## src/hw/rtl/stlb_pkg.sv

```systemverilog
// stlb_pkg: shared constants, word layouts and controller/datapath interface types
// for the sorted table lower-bound search core. No dependencies.
package stlb_pkg;

    localparam int DEPTH     = 1024;
    localparam int KEY_WIDTH = 64;

    localparam int IDX_W = $clog2(DEPTH);   // table index
    localparam int POS_W = IDX_W + 1;       // position / bound, holds DEPTH itself
    localparam int SUM_W = POS_W + 1;       // bound sums

    // input word field widths and offsets (lowest bit first)
    localparam int ENTRY_INDEX_W = 10;
    localparam int ENTRY_VALUE_W = 64;
    localparam int SEARCH_KEY_W  = 64;
    localparam int RANGE_START_W = 10;
    localparam int RANGE_LEN_W   = 11;

    localparam int ENTRY_INDEX_LSB = 0;
    localparam int ENTRY_VALUE_LSB = ENTRY_INDEX_LSB + ENTRY_INDEX_W;
    localparam int SEARCH_KEY_LSB  = ENTRY_VALUE_LSB + ENTRY_VALUE_W;
    localparam int RANGE_START_LSB = SEARCH_KEY_LSB + SEARCH_KEY_W;
    localparam int RANGE_LEN_LSB   = RANGE_START_LSB + RANGE_START_W;
    localparam int S_FIELDS_W      = RANGE_LEN_LSB + RANGE_LEN_W;
    localparam int S_TDATA_W       = ((S_FIELDS_W + 7) / 8) * 8;

    localparam int POSITION_W = 11;
    localparam int M_TDATA_W  = ((POSITION_W + 7) / 8) * 8;

    typedef enum logic {
        REQ_WRITE  = 1'b0,
        REQ_SEARCH = 1'b1
    } req_t;

    // controller -> datapath
    typedef struct packed {
        logic wr_en;     // store one table entry
        logic load;      // capture a search request
        logic step;      // apply one bisection compare
        logic out_load;  // move result into the output register
    } stlb_cmd_t;

    // datapath -> controller
    typedef struct packed {
        logic more;      // open bounds still more than one apart
        logic found;     // final check hit
    } stlb_status_t;

endpackage

```

## src/hw/rtl/stlb_ctrl.sv

```systemverilog
// stlb_ctrl: sequencer for table writes and bisection steps, owns output valid.
// Depends on stlb_pkg.
module stlb_ctrl
    import stlb_pkg::*;
(
    input  logic         aclk,
    input  logic         aresetn,
    input  logic         s_tvalid,
    output logic         s_tready,
    input  logic         s_tuser,
    output logic         m_tvalid,
    input  logic         m_tready,
    input  stlb_status_t status,
    output stlb_cmd_t    cmd
);

    typedef enum logic [1:0] {
        ST_IDLE,
        ST_SEEK,   // read issued at probe (or final) address
        ST_CMP,    // probe data back, narrow bounds
        ST_FIN     // final entry back, wait for free output slot
    } state_t;

    state_t state_reg, state_next;
    logic   m_tvalid_reg, m_tvalid_next;

    always_comb begin
        cmd        = '0;
        state_next = state_reg;
        unique case (state_reg)
            ST_IDLE: begin
                if (s_tvalid) begin
                    if (req_t'(s_tuser) == REQ_WRITE) begin
                        cmd.wr_en = 1'b1;
                    end else begin
                        cmd.load   = 1'b1;
                        state_next = ST_SEEK;
                    end
                end
            end
            ST_SEEK: begin
                state_next = status.more ? ST_CMP : ST_FIN;
            end
            ST_CMP: begin
                cmd.step   = 1'b1;
                state_next = ST_SEEK;
            end
            ST_FIN: begin
                if (!m_tvalid_reg || m_tready) begin
                    cmd.out_load = 1'b1;
                    state_next   = ST_IDLE;
                end
            end
            default: state_next = ST_IDLE;
        endcase
    end

    always_comb begin
        m_tvalid_next = m_tvalid_reg;
        if (cmd.out_load) begin
            m_tvalid_next = 1'b1;
        end else if (m_tready) begin
            m_tvalid_next = 1'b0;
        end
    end

    always_ff @(posedge aclk) begin
        if (!aresetn) begin
            state_reg    <= ST_IDLE;
            m_tvalid_reg <= 1'b0;
        end else begin
            state_reg    <= state_next;
            m_tvalid_reg <= m_tvalid_next;
        end
    end

    assign s_tready = (state_reg == ST_IDLE);
    assign m_tvalid = m_tvalid_reg;

endmodule

```

## config.mk

```make
export PLATFORM = sky130hd
export DESIGN_NAME = stlb_ctrl
export DESIGN_NICKNAME = d
export VERILOG_FILES = /design/src/hw/rtl/stlb_pkg.sv /design/src/hw/rtl/stlb_ctrl.sv
export SDC_FILE = /design/constraint.sdc
export NUM_CORES = 1
export LEC_CHECK = 0
export BUFFER_PORTS_ARGS = -buffer_cell sky130_fd_sc_hd__buf_2
export CAP_MARGIN = 20
export CORE_AREA = 3 3 40 42
export CTS_CLUSTER_DIAMETER = 80
export DETAILED_ROUTE_END_ITERATION = 7
export DIE_AREA = 0 0 43 45
export SYNTH_ARGS = -nofsm -noshare
export SYNTH_HDL_FRONTEND = slang
export SYNTH_SLANG_ARGS = --single-unit
```

## constraint.sdc

```tcl
create_clock -name aclk -period 2.65 [get_ports aclk]
set_clock_uncertainty 0.05 [all_clocks]
set_input_delay 0.53 -clock aclk [delete_from_list [all_inputs] [get_ports aclk]]
set_output_delay 0.53 -clock aclk [all_outputs]
set_load 0.03 [all_outputs]
```

Word-level counts from Yosys, hierarchy flattened
Index checks and enable logic that the tools add are counted.
- register bits after elaboration: 3
- output and inout bits: 6
- mux-type cells: 14
- equality and inequality tests: 6
- reductions and logical operators: 5
- operators by type and width (kind ; number):
    2-to-1 mux 2 bit ; 5
    2-to-1 mux 1 bit ; 8
    one-hot mux 2 bit (4 select lines) ; 1
    equality test 2 bit (second input constant) ; 2
    inequality test 2 bit (second input constant) ; 2
    AND reduction 3 bit ; 1
    equality test 2 x 1 -> 1 bit (second input constant) ; 1
    logical NOT 2 bit ; 1
    inequality test 2 x 1 -> 1 bit (second input constant) ; 1
    nonzero test 2 bit ; 1
    logical NOT 1 bit ; 1
    logical OR 1 bit ; 1

Longest topological paths before layout
Gate-level depths: netlist of run 1.
- depth in word-level cells: 5
- gate-level depth with buffers: 3
- mapped depth without buffers: 3

Least setup slack after synthesis of run 1
No wires, ideal clock.
- kind: register to output
- start: register state_reg[1]
- end: output port cmd[3] in the netlist's numbering
- cell stages (with the launch flop): 4
- required time: 2070 ps
- path buffers: 0
- setup slack: 749 ps
- arrival: 1321 ps
- path through: dfxtp_1 nor2_1 nand2_1 nor2_1
- RTL lines (what ; line ; RTL):
    start: declaration ; stlb_ctrl.sv:24 ; state_t state_reg, state_next;
    start signal: assignment ; stlb_ctrl.sv:72 ; state_reg <= state_next;
    end: declaration ; stlb_ctrl.sv:14 ; output stlb_cmd_t cmd

==> results.cfg, run 1 <==
[die]
initial_core_util_pct = 13.4
die-height_um = 45
rows = 13
die_w_um = 43
dieArea_um2 = 1940
design.core.area_um2 = 1280
io_pins = 13

[synthesis]
ys_ff_latch = 3
synthTopCellsByArea = dfxtp_1 (35%), a21oi_1 (8.7%), nand2b_4 (8.0%), nor2b_4 (8.0%), a211oi_2 (7.2%)
syn_avg_cell_area_um2 = 8.63
ys_types = 12
synthesis.nets = 27
synth_area_leader_cell = dfxtp_1
ys_seq_area_share_pct = 34.8
yosysWarningCount = 0
synth_cells = 20
syn_area_um2 = 173
synth_top_cell_area_share_pct = 34.8

[routing]
firstDrtPassIters = 2
m1WireLength_um = 122
top_layer = met3
wirelength_um = 369
drt_iter0_markers = 1
wl_met3_um = 21
drc = 0
wl_per_cell_um = 7.53
drtAntennaViolNets = 0
vias = 174
vias_per_cell = 3.55
dr_wl_met2_um = 225

[cts]
clockBufferDepth = 2
clk_pin_slew_ps = 40
tritoncts = built
cts_buffers = 3
postCtsSetupRepairBufs = 0
clock-root-buffer = clkbuf_4
h-tree-depth = 1
hold_buffers = 0
cts_sinks = 3
clk_latency_ps = 230
ctsResizeCount = 0

[finish]
n_antenna_cell = 0
final_cell_mix = buf_2 (11), nand2_1 (3), a21oi_1 (3), clkbuf_4 (3), dfxtp_1 (3)
areaGrowthSynthToFinish_pct = 53.6
largest_reg_flops = 2
layout-drive-gt1-share_pct = 55.9
nets = 42
final_cells = 49
final_common_cell = buf_2
fillers = 158

[pwr]
power_density_nw_per_um2 = 596
p_switching_mw = 0.0425
ir_worst_vdd_mv = 0.0771
p_leak_nw = 0.144
pwr-share-clk_pct = 49.5
internal-power_mw = 0.116
sw_frac_of_total_pct = 26.9
fin_total_pwr_mw = 0.158
sequentialPowerShare_pct = 31.7
power_frac_comb_pct = 18.8

[grt]
overflow = 0
grt_pass1_vias = 174
antenna_found_initial = 0
grt.total_usage_pct = 4.99
grt_pass1_wl_um = 655
grt_max_degree = 7

[critical_path]
start_kind = flop
crit_type = reg -> out
required_ps = 2070
worstPathArrival_ps = 1110
rr_startpoint = state_reg[0]
end_kind = output pin
critical_path.max_fanout = 5
crit_start = state_reg[1]

[timing]
rsz0062_at_grt = no
period_share_pct = 63.7
hold_slack_ps = 432
tns_ps = 0
worst_pin_slew_ps = 161
setup_viol = 0
slew_headroom_pct = 89.2
period_minus_slack_ps = 1690
maxSlewViolCount = 0
hold_viol = 0
max_freq_ghz = 0.593

[hold_path]
holdCritStartpoint = state_reg[0]
worst_hold_path_type = reg -> reg

[placed_design]
dp_cells = 45
gp_routability_congestion = 0.569
port-buffer-count = 11

[run]
max_cap_violations = 0

[status]
status = finished, final reports clean
routing by layer:
metal  vias to the layer above  global-route usage [%]
met5                         -                       0
met3                         0                    1.59
met4                         0                    7.23
li1                         92                       -
met1                        79                    3.84
met2                         3                    8.38
worst paths after layout:
path | endpoint | slack [ps] | cells after the start
max reg2reg | state_reg[0] | 1800 | 3
min reg2reg | state_reg[1] | 430 | 2
max | cmd[2] | 960 | 3
min | state_reg[1] | 430 | 2
through the flow:
step / setup WS, ps / area [um^2] / utilization (%)
3_5_place_dp: 986 / 239 / 18.6
5_1_grt: 863 / 265 / 20.6
6_report: 963 / 265 / 20.6
2_1_floorplan: 749 / 173 / -
3_3_place_gp: 999 / 239 / 18.6
4_1_cts: 944 / 265 / 20.6
cells by family after synthesis:
group                  synth area share, %
AND/OR/NAND/NOR                       40.6
buffers and inverters                 8.70
flip-flops                            34.8
AO/OA/AOI/OAI                         15.9
synthesized netlist by cell type:
library cell  instances
nand2_1               3
inv_1                 2
nor2_1                2
a21oi_1               3
dfxtp_1               3
and3_2                1
and2b_2               1
a211oi_2              1
buf_4                 1
nor2b_4               1
nand3b_1              1
nand2b_4              1
worst max-delay path, stage by stage, from the launching register on:
cell and delay, ps:
dfxtp_1 330, nor2_1 170, and3_2 190, buf_2 180
layout make-up:
| type | instances | area (um^2) | share of cell area, % |
|---|---|---|---|
| Timing Repair Buffer | 11 | 55.1 | 20.8 |
| Multi-Input combinational cell | 14 | 97.6 | 36.8 |
| Inverter | 2 | 7.51 | 2.83 |
| Clock buffer | 4 | 26.3 | 9.91 |
| Sequential cell | 3 | 60.1 | 22.6 |
| Tap cell | 15 | 18.8 | 7.08 |
power groups by stage:
stage          combinational (mW)  clock, mW  sequential, mW
6_report                   0.0297     0.0783          0.0502
5_1_grt                    0.0327     0.0870          0.0506
4_1_cts                    0.0302     0.0814          0.0503
3_5_place_dp               0.0301          0          0.0511
3_3_place_gp               0.0297          0          0.0510
2_1_floorplan              0.0203          0          0.0506
(Power assumes the default switching activity.)
==> inputs of run 2 (changes only) <==
==> constraint.sdc (replaced) <==
create_clock -name aclk -period 1.7 [get_ports aclk]
set_clock_uncertainty 0.05 [all_clocks]
set_input_delay 0.34 -clock aclk [delete_from_list [all_inputs] [get_ports aclk]]
set_output_delay 0.34 -clock aclk [all_outputs]
set_load 0.03 [all_outputs]
==> results.cfg, run 2 (synthesis results as in run 1) <==
[status]
status = finished, final reports clean

[critical_path]
crit_type = reg -> out
reg2reg_depth = 3
reg2reg_to = state_reg[0]
r2r_slack_ps = 810
required_ps = 1310
start_kind = flop
path_cells = nand2_1 -> nor2b_4 -> buf_2
critical_path.max_fanout = 6
end_kind = output pin
crit_path_max_incr_delay_ps = 410
rr_startpoint = state_reg[0]
critPathTopFamily = flip-flops
cp_slowest_cell = dfxtp_1
crit_buf_inv = 1
worstPathArrival_ps = 1130

[routing]
drt_iter0_markers = 5
vias = 181
drtAntennaViolNets = 0
firstDrtPassIters = 2
wirelength_um = 399
vias_per_cell = 3.69
drc = 0
wl_per_cell_um = 8.14

[timing]
worst_pin_slew_ps = 194
max_freq_ghz = 0.658
maxSlewViolCount = 0
period_share_pct = 89.4
period_minus_slack_ps = 1520
tns_ps = 0
hold_viol = 0
slew_headroom_pct = 87.1
setup_viol = 0
rsz0062_at_grt = no

[cts]
postCtsSetupRepairBufs = 0
clockBufferDepth = 2
cts_buffers = 3
clock-root-buffer = clkbuf_4
clk_pin_slew_ps = 40
hold_buffers = 0
cts_sinks = 3
tritoncts = built
h-tree-depth = 1
clk_latency_ps = 230
ctsResizeCount = 0

[pwr]
p_leak_nw = 0.145
internal-power_mw = 0.181
sw_frac_of_total_pct = 27.7
power_density_nw_per_um2 = 934
power_frac_comb_pct = 18.7
pwr-share-clk_pct = 49.8
p_switching_mw = 0.0693
fin_total_pwr_mw = 0.250
sequentialPowerShare_pct = 31.6
ir_worst_vdd_mv = 0.114

[finish]
largest_reg_flops = 2
fillers = 148
fin_util_pct = 20.8
n_antenna_cell = 0
areaGrowthSynthToFinish_pct = 55.1
multi_input_area_um2 = 100
final_common_cell = buf_2
nets = 42
final_cell_mix = buf_2 (11), nand2_1 (3), a21oi_1 (3), clkbuf_4 (3), dfxtp_1 (3)
layout-drive-gt1-share_pct = 58.8
regArea_um2 = 60.1

[grt]
grt_pass1_vias = 202
antenna_found_initial = 0
grt_pass1_wl_um = 627
grt.total_usage_pct = 5.07
overflow = 0
grt_max_degree = 7

[hold_path]
hold_end = state_reg[1]
whs_path_depth = 3
holdCritStartpoint = aresetn
worst_hold_path_type = in -> reg

[die]
dieArea_um2 = 1940
rows = 13
die-height_um = 45
design.core.area_um2 = 1280
io_pins = 13
initial_core_util_pct = 13.4
die_w_um = 43

[placed_design]
hpwl_um = 316
port-buffer-count = 11
gp_routability_congestion = 0.578

[run]
max_cap_violations = 0
[run 2: cell count changes in the layout (fill, tap and decap cells not counted)]
cell / before / now
nor2_2: 0 / 1
nor2_1: 2 / 1
[run 2: per-layer routing]
| metal | routed length, um | GRT usage, % | up-vias | part of all wire, % |
|---|---|---|---|---|
| li1 | - | - | 91 | - |
| met1 | 127 | 2.88 | 83 | 32 |
| met2 | 235 | 9.28 | 5 | 59 |
| met3 | 12 | 0 | 2 | 3.0 |
| met4 | 23 | 10.8 | 0 | 5.8 |
| met5 | 0 | 0 | - | 0 |
[run 2: power groups by stage]
stage          registers, mW  logic [mW]  clock network [mW]
2_1_floorplan         0.0795      0.0322                   0
3_3_place_gp          0.0801      0.0468                   0
3_5_place_dp          0.0802      0.0471                   0
4_1_cts               0.0791      0.0472               0.130
5_1_grt               0.0796      0.0510               0.133
6_report              0.0790      0.0467               0.124
[run 2: layout make-up]
cell class,instances,area share [%]
tap,15,7.01
timing repair buffer,11,20.6
sequential,3,22.4
clock buffer,4,9.81
multi-input combinational,14,37.4
inverter,2,2.80
[run 2: per-stage QoR]
stage | setup slack, ps | instances | area, um^2 | hold WS, ps
floorplan | 152 | 20 | 175 | 414
global placement | 428 | 45 | 241 | 440
detailed placement | 416 | 45 | 241 | 446
CTS | 159 | 49 | 268 | 291
global route | 106 | 49 | 268 | 316
finish | 180 | 49 | 268 | 301
[run 2: worst min-delay path, cell delays in order]
cell and delay [ps]:
buf_2 100, nand2_1 60, a21oi_1 40
[run 2: how the worst max path moves through the flow]
stage,startpoint,endpoint,slack [ps],cells after the start
global route,state_reg[0],cmd[0],110,3
finish,state_reg[0],cmd[0],180,3
CTS,state_reg[0],cmd[0],160,3
floorplan,state_reg[1],cmd[3],150,3
detailed placement,state_reg[0],cmd[0],420,3
global placement,m_tready,cmd[0],430,4
